<file path="src/pafp_pkg.sv">
// package: shared types, constants and codes of the partition allocator
package pafp_pkg;

	localparam int MAX_PARTS_DEF = 32;
	localparam int ADDR_W = 16;
	localparam logic [ADDR_W-1:0] RESET_SPLIT = 16'd10;
	localparam logic [ADDR_W-1:0] RESET_CAP = 16'd1024;

	localparam logic [2:0] ST_OK = 3'd0;
	localparam logic [2:0] ST_NOFIT = 3'd1;
	localparam logic [2:0] ST_BADSIZE = 3'd2;
	localparam logic [2:0] ST_BADINDEX = 3'd3;
	localparam logic [2:0] ST_FULL = 3'd4;

	localparam logic OP_ALLOC = 1'b0;
	localparam logic OP_FREE = 1'b1;

	localparam logic [1:0] REG_POLICY = 2'd0;
	localparam logic [1:0] REG_SPLIT = 2'd1;
	localparam logic [1:0] REG_CAP = 2'd2;

	localparam logic [1:0] POL_BEST = 2'd1;
	localparam logic [1:0] POL_WORST = 2'd2;

	typedef struct packed {
		logic        operation;
		logic [15:0] request_size;
		logic [4:0]  partition_index;
	} req_t;

	typedef struct packed {
		logic [2:0]  status;
		logic [15:0] granted_address;
		logic [4:0]  granted_index;
	} rsp_t;

	typedef enum logic [3:0] {
		S_IDLE, S_CHECK, S_SCAN, S_DECIDE, S_PREV, S_PREV_MERGE,
		S_NEXT, S_NEXT_MERGE, S_DONE, S_OUT
	} state_t;

	typedef enum logic [1:0] {ADDR_SCAN, ADDR_CUR, ADDR_PREV, ADDR_NEXT} addr_sel_t;
	typedef enum logic [1:0] {RES_NONE, RES_PICK, RES_CUR} res_src_t;

	typedef struct packed {
		logic       load;
		logic       scan;
		logic       clr_busy;
		logic       set_busy_pick;
		logic       insert;
		logic       merge;
		logic       merge_prev;
		logic       save_a;
		logic       res_load;
		logic [2:0] res_code;
		res_src_t   res_src;
		addr_sel_t  addr_sel;
	} cmd_t;

	typedef struct packed {
		logic is_free;
		logic zero_size;
		logic bad_index;
		logic scan_last;
		logic found;
		logic whole;
		logic full;
		logic cur_zero;
		logic next_exists;
		logic rd_busy;
	} sts_t;

endpackage

</file>
<file path="src/pafp_ctrl.sv">
// controller: sequences scan, split and merge steps of one transaction
module pafp_ctrl (
	input  logic            clk,
	input  logic            arst_n,
	input  logic            req_valid,
	output logic            req_ready,
	output logic            rsp_valid,
	input  logic            rsp_ready,
	input  pafp_pkg::sts_t  sts,
	output pafp_pkg::cmd_t  cmd
);

	pafp_pkg::state_t state_q, state_d;

	always_ff @(posedge clk or negedge arst_n) begin
		if (!arst_n) state_q <= pafp_pkg::S_IDLE;
		else state_q <= state_d;
	end

	always_comb begin
		state_d = state_q;
		unique case (state_q)
			pafp_pkg::S_IDLE: if (req_valid) state_d = pafp_pkg::S_CHECK;
			pafp_pkg::S_CHECK: begin
				if (sts.is_free) state_d = sts.bad_index ? pafp_pkg::S_OUT : pafp_pkg::S_PREV;
				else state_d = sts.zero_size ? pafp_pkg::S_OUT : pafp_pkg::S_SCAN;
			end
			pafp_pkg::S_SCAN: if (sts.scan_last) state_d = pafp_pkg::S_DECIDE;
			pafp_pkg::S_DECIDE: state_d = pafp_pkg::S_OUT;
			pafp_pkg::S_PREV: begin
				if (!sts.cur_zero && !sts.rd_busy) state_d = pafp_pkg::S_PREV_MERGE;
				else state_d = pafp_pkg::S_NEXT;
			end
			pafp_pkg::S_PREV_MERGE: state_d = pafp_pkg::S_NEXT;
			pafp_pkg::S_NEXT: begin
				if (sts.next_exists && !sts.rd_busy) state_d = pafp_pkg::S_NEXT_MERGE;
				else state_d = pafp_pkg::S_DONE;
			end
			pafp_pkg::S_NEXT_MERGE: state_d = pafp_pkg::S_DONE;
			pafp_pkg::S_DONE: state_d = pafp_pkg::S_OUT;
			pafp_pkg::S_OUT: if (rsp_ready) state_d = pafp_pkg::S_IDLE;
			default: state_d = pafp_pkg::S_IDLE;
		endcase
	end

	always_comb begin
		cmd = '0;
		cmd.addr_sel = pafp_pkg::ADDR_CUR;
		cmd.res_src = pafp_pkg::RES_NONE;
		cmd.res_code = pafp_pkg::ST_OK;
		req_ready = 1'b0;
		rsp_valid = 1'b0;
		unique case (state_q)
			pafp_pkg::S_IDLE: begin
				req_ready = 1'b1;
				cmd.load = req_valid;
			end
			pafp_pkg::S_CHECK: begin
				if (sts.is_free) begin
					if (sts.bad_index) begin
						cmd.res_load = 1'b1;
						cmd.res_code = pafp_pkg::ST_BADINDEX;
					end else begin
						cmd.clr_busy = 1'b1;
					end
				end else if (sts.zero_size) begin
					cmd.res_load = 1'b1;
					cmd.res_code = pafp_pkg::ST_BADSIZE;
				end
			end
			pafp_pkg::S_SCAN: begin
				cmd.addr_sel = pafp_pkg::ADDR_SCAN;
				cmd.scan = 1'b1;
			end
			pafp_pkg::S_DECIDE: begin
				cmd.res_load = 1'b1;
				if (!sts.found) begin
					cmd.res_code = pafp_pkg::ST_NOFIT;
				end else if (sts.whole) begin
					cmd.set_busy_pick = 1'b1;
					cmd.res_src = pafp_pkg::RES_PICK;
				end else if (sts.full) begin
					cmd.res_code = pafp_pkg::ST_FULL;
				end else begin
					cmd.insert = 1'b1;
					cmd.res_src = pafp_pkg::RES_PICK;
				end
			end
			pafp_pkg::S_PREV: begin
				cmd.addr_sel = pafp_pkg::ADDR_PREV;
				cmd.save_a = !sts.cur_zero && !sts.rd_busy;
			end
			pafp_pkg::S_PREV_MERGE: begin
				cmd.merge = 1'b1;
				cmd.merge_prev = 1'b1;
			end
			pafp_pkg::S_NEXT: begin
				cmd.addr_sel = pafp_pkg::ADDR_NEXT;
				cmd.save_a = sts.next_exists && !sts.rd_busy;
			end
			pafp_pkg::S_NEXT_MERGE: cmd.merge = 1'b1;
			pafp_pkg::S_DONE: begin
				cmd.res_load = 1'b1;
				cmd.res_src = pafp_pkg::RES_CUR;
			end
			pafp_pkg::S_OUT: rsp_valid = 1'b1;
			default: ;
		endcase
	end

endmodule

</file>
<file path="config.mk">
export PLATFORM = sky130hd
export DESIGN_NAME = pafp_ctrl
export DESIGN_NICKNAME = d
export VERILOG_FILES = /design/src/pafp_pkg.sv /design/src/pafp_ctrl.sv
export SDC_FILE = /design/constraint.sdc
export NUM_CORES = 1
export LEC_CHECK = 0
export BUFFER_PORTS_ARGS = -buffer_cell sky130_fd_sc_hd__buf_2
export CAP_MARGIN = 0
export CORE_AREA = 2 2 39 41
export CTS_CLUSTER_DIAMETER = 30
export DETAILED_ROUTE_END_ITERATION = 12
export DIE_AREA = 0 0 41 43
export PLACE_DENSITY_LB_ADDON = 0.15
export RECOVER_POWER = 25
export SYNTH_ARGS = -nofsm -noshare
export SYNTH_HDL_FRONTEND = slang
export SYNTH_SLANG_ARGS = --single-unit
</file>
<file path="constraint.sdc">
create_clock -name clk -period 1.95 [get_ports clk]
set_input_delay 0 -clock clk [delete_from_list [all_inputs] [get_ports clk]]
set_output_delay 0 -clock clk [all_outputs]
set_load 0.03 [all_outputs]
</file>
### After elaboration in Yosys (flattened, before gate mapping)

Cells that the tools add are included.
W data, S select, Z words.

* output and inout bits: 18
* input bits: 14
* logic and storage cells: 58
* register bits after elaboration: 4

* mux-type cells: 37
* equal/unequal tests: 12
* reduce and logical (&&, ||, !) cells: 8

Operators by type and width (number)
* $mux W4: 10
* $pmux W4 S9: 1
* $eq A4 B3 Y1 const B: 4
* $mux W1: 15
* $mux W3: 3
* $eq A4 B2 Y1 const B: 2
* $eq A4 B4 Y1 const B: 2
* $mux W2: 3
* $ne A2 B2 Y1 const B: 3
* $pmux W2 S3: 1
* $pmux W3 S2: 1
* $eq A4 B1 Y1 const B: 1
* $logic_not A4 Y1: 1
* $pmux W1 S2: 2
* $pmux W2 S2: 1
* $reduce_or A2 Y1: 2
* $reduce_and A3 Y1: 1
* $logic_and A1 B1 Y1: 2
* $logic_not A1 Y1: 2

### Depth between registers and ports, before layout

Gate-level depths: netlist of run 1.

* depth in word-level cells: 4
* mapped depth: 5
* depth with buffers taken out: 4

### Worst setup path after synthesis of run 1

No wires, ideal clock.

* path type: reg2out
* start: reg state_q[0]
* end: out cmd[15] (netlist bit)
* required time: 1.950 ns
* stages on the path, launching flop included: 5
* slack: 0.184 ns
* data arrival time: 1.766 ns
* buffers on the path: 1
* cell sequence: dfrtp_1 buf_6 or3_4 nor2_1 and2_1

RTL lines
* start: declaration: RTL line pafp_ctrl.sv:13 `pafp_pkg::state_t state_q, state_d;`
* start signal: assignment: RTL line pafp_ctrl.sv:16 `if (!arst_n) state_q <= pafp_pkg::S_IDLE;`
* start signal: assignment: RTL line pafp_ctrl.sv:17 `else state_q <= state_d;`
* end: declaration: RTL line pafp_ctrl.sv:10 `output pafp_pkg::cmd_t cmd`

==> flow_summary.json, run 1 <==
{
  "status": "completed",
  "cts_setup_buffers": 0,
  "io_pins": 32,
  "cts_buffers": 3,
  "endpoint_kind": "output pin",
  "postCtsHoldBufs": 2,
  "tightest_slew_ns": 0.436,
  "clkLatencyLatePin_ns": 0.24,
  "fin_worst_skew_ns": 0.00272,
  "utilization_pct": 50.8,
  "routedWlPerCell_um": 11.9,
  "path_class": "flip-flop to output pin",
  "peakVddDrop_mv": 0.762,
  "pwr-share-seq_pct": 21.5,
  "cp_top_family": "simple AND/OR/NAND/NOR gates",
  "multi_input_area_um2": 370,
  "layout_min_cycle_time_ns": 1.77,
  "ys_warn_count": 0,
  "grt_util_all_layers_pct": 17.5,
  "antenna_found_initial": 0,
  "syn_inst": 64,
  "fin_setup_tns_ns": 0,
  "arrival_ns": 1.77,
  "via_count": 592,
  "n_fill_cell": 143,
  "worst-path-buf-inv": 1,
  "seq_area_frac_synth_pct": 19.5,
  "switching_share_pct": 54.2,
  "die_w_um": 41,
  "dr.pass1.iters": 5,
  "internal_power_uw": 503,
  "cp_cell_sequence": "nand2b_4, or3_4, nor3b_2, buf_2",
  "drtIter0Drc": 11,
  "ctsResizeCount": 0,
  "dpl.hpwl_mm": 1.03,
  "r2r_setup_slack_ns": 0.31,
  "synth.distinct_cells": 30,
  "hold_viol_final": 0,
  "cp_max_fo": 13,
  "gr-total-overflow": 0,
  "nets": 113,
  "min_path_cells": 3,
  "dp_slack_ns": 0.344,
  "p_switching_uw": 595,
  "synth_area_um2": 514,
  "holdPathEnd": "state_q[1]$_DFFE_PN0P_",
  "syn_nets": 78,
  "setup_viol": 0,
  "power_density_nw_per_um2": 1560,
  "coreArea_um2": 1380,
  "die_area_um2": 1760,
  "fmax_mhz": 566,
  "max_stage_delay_ns": 0.53,
  "required_ns": 1.95,
  "grt_pass1_vias": 507,
  "antenna_left": 0,
  "crit_cells": 4,
  "power_frac_comb_pct": 68.9,
  "finalWirelength_mm": 1.34,
  "rows": 14,
  "drcViolationCount": 0,
  "r2r-end": "state_q[1]$_DFFE_PN0P_",
  "via_per_inst": 5.24,
  "largest_reg_flops": 4,
  "io_buffers": 31,
  "slew_viol_final": 0,
  "num_antenna_cells": 0,
  "reg2reg_from": "state_q[1]$_DFFE_PN0P_",
  "synth_seq_cells": 4,
  "cts_sinks": 4,
  "clockBufferDepth": 2,
  "p_leak_uw": 0.000347,
  "rsz0062_at_grt": "no",
  "gp_congestion": 0.751,
  "slowest_stage": "dfrtp_1",
  "cp-start-kind": "flip-flop",
  "cap_violations": 0,
  "seqCellArea_um2": 100,
  "syn_avg_cell_area_um2": 8.04,
  "area_growth_syn_to_layout_pct": 36.7,
  "cts_root_buf": "clkbuf_4",
  "clk_pin_slew_ns": 0.04,
  "worst_slack_ns": 0.183,
  "grt_max_degree": 14,
  "grt_pass1_wl_mm": 2.07,
  "start_util_pct": 37.2,
  "reg.largest.list": "state_q: 4 flops",
  "die_y_um": 43,
  "clkPwrFrac_pct": 9.6,
  "htreeDepth": 1,
  "post-route-period-util_pct": 90.6,
  "drive_above_1_share_pct": 42.3,
  "largest_register": "state_q",
  "worst_slew_margin_rel_pct": 70.9,
  "worstHoldPathType": "primary input to flip-flop",
  "hp-start": "sts[8]",
  "reg2reg_depth": 4,
  "cts_tree": "built"
}
==> worst register-to-register path: cells and delay by family (launching register included) <==
family | cells | cell delay, ns
AO/OA/AOI/OAI | 1 | 0.10
flip-flops | 1 | 0.53
AND/OR/NAND/NOR | 3 | 0.93
==> layout make-up <==
type                    instances  area share, %
flip-flops and latches          4           14.2
well taps                      16           2.85
multi-input cells              53           52.7
repair buffers                 34           25.4
inverters                       3           1.60
clock buffers                   3           3.20
==> synth_stat cells <==
| library cell | number | area [µm²] |
|---|---|---|
| a21oi_1 | 3 | 15.0 |
| a221oi_2 | 1 | 15.0 |
| and2_1 | 3 | 18.8 |
| and2b_1 | 1 | 7.51 |
| buf_2 | 2 | 10.0 |
| buf_6 | 2 | 22.5 |
| dfrtp_1 | 4 | 100 |
| inv_1 | 3 | 11.3 |
| mux2_4 | 1 | 15.0 |
| nand2_1 | 1 | 3.75 |
| nand2b_1 | 2 | 12.5 |
| nand2b_4 | 1 | 13.8 |
| nand3_1 | 3 | 15.0 |
| nor2_1 | 9 | 33.8 |
| nor2b_1 | 4 | 25.0 |
| nor3_1 | 3 | 15.0 |
| nor3b_1 | 1 | 7.51 |
| nor3b_2 | 2 | 25.0 |
| nor4b_2 | 1 | 15.0 |
| o211ai_1 | 1 | 7.51 |
| o21a_1 | 2 | 15.0 |
| o21ai_0 | 4 | 20.0 |
| o21ai_1 | 1 | 5.00 |
| o311a_1 | 1 | 10.0 |
| o311ai_1 | 1 | 8.76 |
| o311ai_2 | 1 | 16.3 |
| o32ai_1 | 1 | 8.76 |
| or2_1 | 2 | 12.5 |
| or3_1 | 1 | 6.26 |
| or3_4 | 2 | 22.5 |
==> per-layer routing <==
metal  GRT usage, %  up-vias  routed length, µm
met5              0        -                  0
met4           6.00        0                 14
met3           7.85        2                 74
met2           27.2       21                648
met1           20.4      275                607
li1               -      294                  -
==> metrics by stage <==
step	total power, µW	hold slack (ns)	std cells	area (µm²)
6_report	1100	0.0858	113	703
4_1_cts	1110	0.0778	113	707
3_5_place_dp	996	-0.192	108	664
3_3_place_gp	992	-0.193	108	664
2_1_floorplan	838	-0.296	64	514
5_1_grt	1190	0.105	113	703
==> how the worst max path moves through the flow <==
stage,slack (ns),start,endpoint
floorplan,0.18,state_q[0]$_DFFE_PN0P_,cmd[15]
global placement,0.38,state_q[1]$_DFFE_PN0P_,state_q[1]$_DFFE_PN0P_
detailed placement,0.34,state_q[1]$_DFFE_PN0P_,state_q[1]$_DFFE_PN0P_
CTS,0.18,state_q[0]$_DFFE_PN0P_,cmd[6]
global route,0.006,state_q[0]$_DFFE_PN0P_,cmd[6]
finish,0.18,state_q[1]$_DFFE_PN0P_,cmd[13]
==> power by group through the flow <==
stage	clock [µW]	sequential, µW	combinational [µW]
floorplan	0	146	692
global placement	0	236	757
detailed placement	0	234	762
CTS	110	233	768
global route	121	248	819
finish	105	237	757
==> cell families after synthesis <==
logic type,synth area share [%]
AOI/OAI and AO/OA,23.6
and+or+nand+nor,45.5
DFF,19.5
muxes,2.92
buffers and inverters,8.52
==> placed cells by master (no fill, tap or decap), types with 2 or more instances in the layout <==
master	instances
nor3_1	3
nand3_1	3
buf_2	28
nor2_1	9
nor3b_2	2
o21a_1	2
or3_4	2
o21ai_0	4
or2_1	2
dfrtp_1	4
dlygate4sd3_1	2
inv_1	3
nand2b_1	2
clkbuf_1	3
nor2b_1	4
a21oi_1	3
clkbuf_4	3
and2_1	3
Power figures use the tool's default switching activity.
==> run 2, diff against run 1 <==
--- a/config.mk
+++ b/config.mk
@@ -13,6 +13,7 @@
 export DIE_AREA = 0 0 41 43
 export PLACE_DENSITY_LB_ADDON = 0.15
 export RECOVER_POWER = 25
+export SETUP_SLACK_MARGIN = 0.5
 export SYNTH_ARGS = -nofsm -noshare
 export SYNTH_HDL_FRONTEND = slang
 export SYNTH_SLANG_ARGS = --single-unit
==> run 2 against run 1 <==
Effect of this change:
- global-route usage grew 5.0 points
- sequential cell count is the same
- sequential share of layout area shrank 3.8 points
- routed wire length grew 35%
- fmax grew 13%
- first-iteration DRC count shrank 36%
- register-to-register slack gained 0.11 ns
- clock power is essentially flat
- sequential power shrank 8.9%
- critical path depth is the same
- critical endpoint is now cmd[15]
- largest cell class unchanged
==> flow_summary.json, run 2 (synthesized netlist as in run 1, its figures left out) <==
{
  "reg.largest.list": "state_q: 4 flops",
  "worst_slack_ns": 0.385,
  "cp_max_fo": 7,
  "cts_buffers": 3,
  "seqCellArea_um2": 104,
  "via_per_inst": 5.20,
  "die_w_um": 41,
  "cp-start-kind": "flip-flop",
  "dpl.hpwl_mm": 1.11,
  "clk_pin_slew_ns": 0.04,
  "routedWlPerCell_um": 14.3,
  "tightest_slew_ns": 0.356,
  "cp_top_family": "simple AND/OR/NAND/NOR gates",
  "start_util_pct": 37.2,
  "drive_above_1_share_pct": 68.5,
  "num_antenna_cells": 0,
  "worst_slew_margin_rel_pct": 76.3,
  "largest_reg_flops": 4,
  "cts_root_buf": "clkbuf_4",
  "multi_input_area_um2": 465,
  "grt_pass1_wl_mm": 2.75,
  "final_common_cell": "buf_4",
  "layout_common_cells": "17 x buf_4, 15 x buf_2, 13 x buf_6, 6 x nor2_1",
  "htreeDepth": 1,
  "fin_worst_skew_ns": 0.000370,
  "required_ns": 1.95,
  "worstHoldPathType": "primary input to flip-flop",
  "dp.cells": 109,
  "rsz0062_at_grt": "yes",
  "finalWirelength_mm": 1.81,
  "grt_pass1_vias": 605,
  "grt_max_degree": 8,
  "p_leak_uw": 0.000462,
  "arrival_ns": 1.56,
  "drcViolationCount": 0,
  "clkLatencyLatePin_ns": 0.23,
  "rows": 14,
  "power_density_nw_per_um2": 1610,
  "max_stage_delay_ns": 0.49,
  "die_y_um": 43,
  "hold_viol_final": 0,
  "via_count": 660,
  "drtIter0Drc": 7,
  "setup_viol": 0,
  "layout_min_cycle_time_ns": 1.56,
  "slew_viol_final": 0,
  "cp_cell_sequence": "or3_4, nor2_4, and2_4, buf_6",
  "status": "completed",
  "gp_congestion": 0.785,
  "fin_setup_tns_ns": 0,
  "peakVddDrop_mv": 1.05,
  "grt_util_all_layers_pct": 22.5,
  "clockBufferDepth": 2,
  "largest_register": "state_q",
  "coreArea_um2": 1380,
  "nets": 127,
  "stdcell_count": 127,
  "area_growth_syn_to_layout_pct": 94.2,
  "io_buffers": 31,
  "endpoint_kind": "output pin",
  "antenna_left": 0,
  "post-route-period-util_pct": 80.2,
  "dr.pass1.iters": 4,
  "worst-path-buf-inv": 1,
  "path_class": "flip-flop to output pin",
  "die_area_um2": 1760,
  "antenna_found_initial": 0,
  "cts_sinks": 4,
  "cap_violations": 0,
  "io_pins": 32,
  "fmax_mhz": 639,
  "n_fill_cell": 104,
  "dp_slack_ns": 0.355,
  "cts_tree": "built",
  "gr-total-overflow": 0,
  "slowest_stage": "dfrtp_1"
}
## run 2: tightest hold or removal path: stages
cell,delay [ns]
buf_2,0.08
or3_1,0.09
o211ai_1,0.08
## run 2: timing repair
item,4_1_cts,5_1_grt
endpoints found under the setup margin,17,17
hold endpoints to repair,6,0
buffers inserted,10,3
pin swaps,2,7
hold buffers,2,0
resized for setup,21,37
## run 2: power by group
part / leakage, µW / internal, µW / switching, µW
logic: 0.000400 / 652 / 639
clock network: 0.0000138 / 69.0 / 36.2
registers: 0.0000475 / 126 / 90.0
## run 2: worst paths after layout
| kind | start | to | slack (ns) | depth (start not counted) |
|---|---|---|---|---|
| hold reg to reg | state_q[1]$_DFFE_PN0P_ | state_q[3]$_DFFE_PN0P_ | 0.77 | 3 |
| hold / removal | sts[8] | state_q[1]$_DFFE_PN0P_ | 0.07 | 3 |
| setup reg to reg | state_q[3]$_DFFE_PN0P_ | state_q[0]$_DFFE_PN0P_ | 0.42 | 4 |
| min in group asynchronous | arst_n | state_q[3]$_DFFE_PN0P_ | 0.13 | 2 |
| setup / recovery | state_q[3]$_DFFE_PN0P_ | cmd[15] | 0.39 | 4 |
| max in group asynchronous | arst_n | state_q[0]$_DFFE_PN0P_ | 1.62 | 2 |
## run 2: metrics by stage
step	total power [µW]	area, µm²	util [%]	hold WS (ns)
6_report	1610	998	72.2	0.0657
5_1_grt	1710	998	72.2	0.0769
3_3_place_gp	1030	704	50.9	-0.189
3_5_place_dp	1030	704	50.9	-0.190
2_1_floorplan	879	549	-	-0.296
4_1_cts	1380	885	63.9	0.0636
## run 2: routing by layer
layer  share of wire [%]  track usage (%)  vias to the layer above
met3                 2.9             1.57                        0
li1                    -                -                      326
met1                  43             31.3                      322
met5                   0                0                        -
met2                  54             34.1                       12
met4                   0             10.0                        0
## run 2: layout make-up
type                    instances  share of cell area, %
repair buffers                 48                   37.3
multi-input cells              53                   46.6
clock buffers                   3                   2.26
inverters                       3                   1.38
well taps                      16                   2.01
flip-flops and latches          4                   10.4
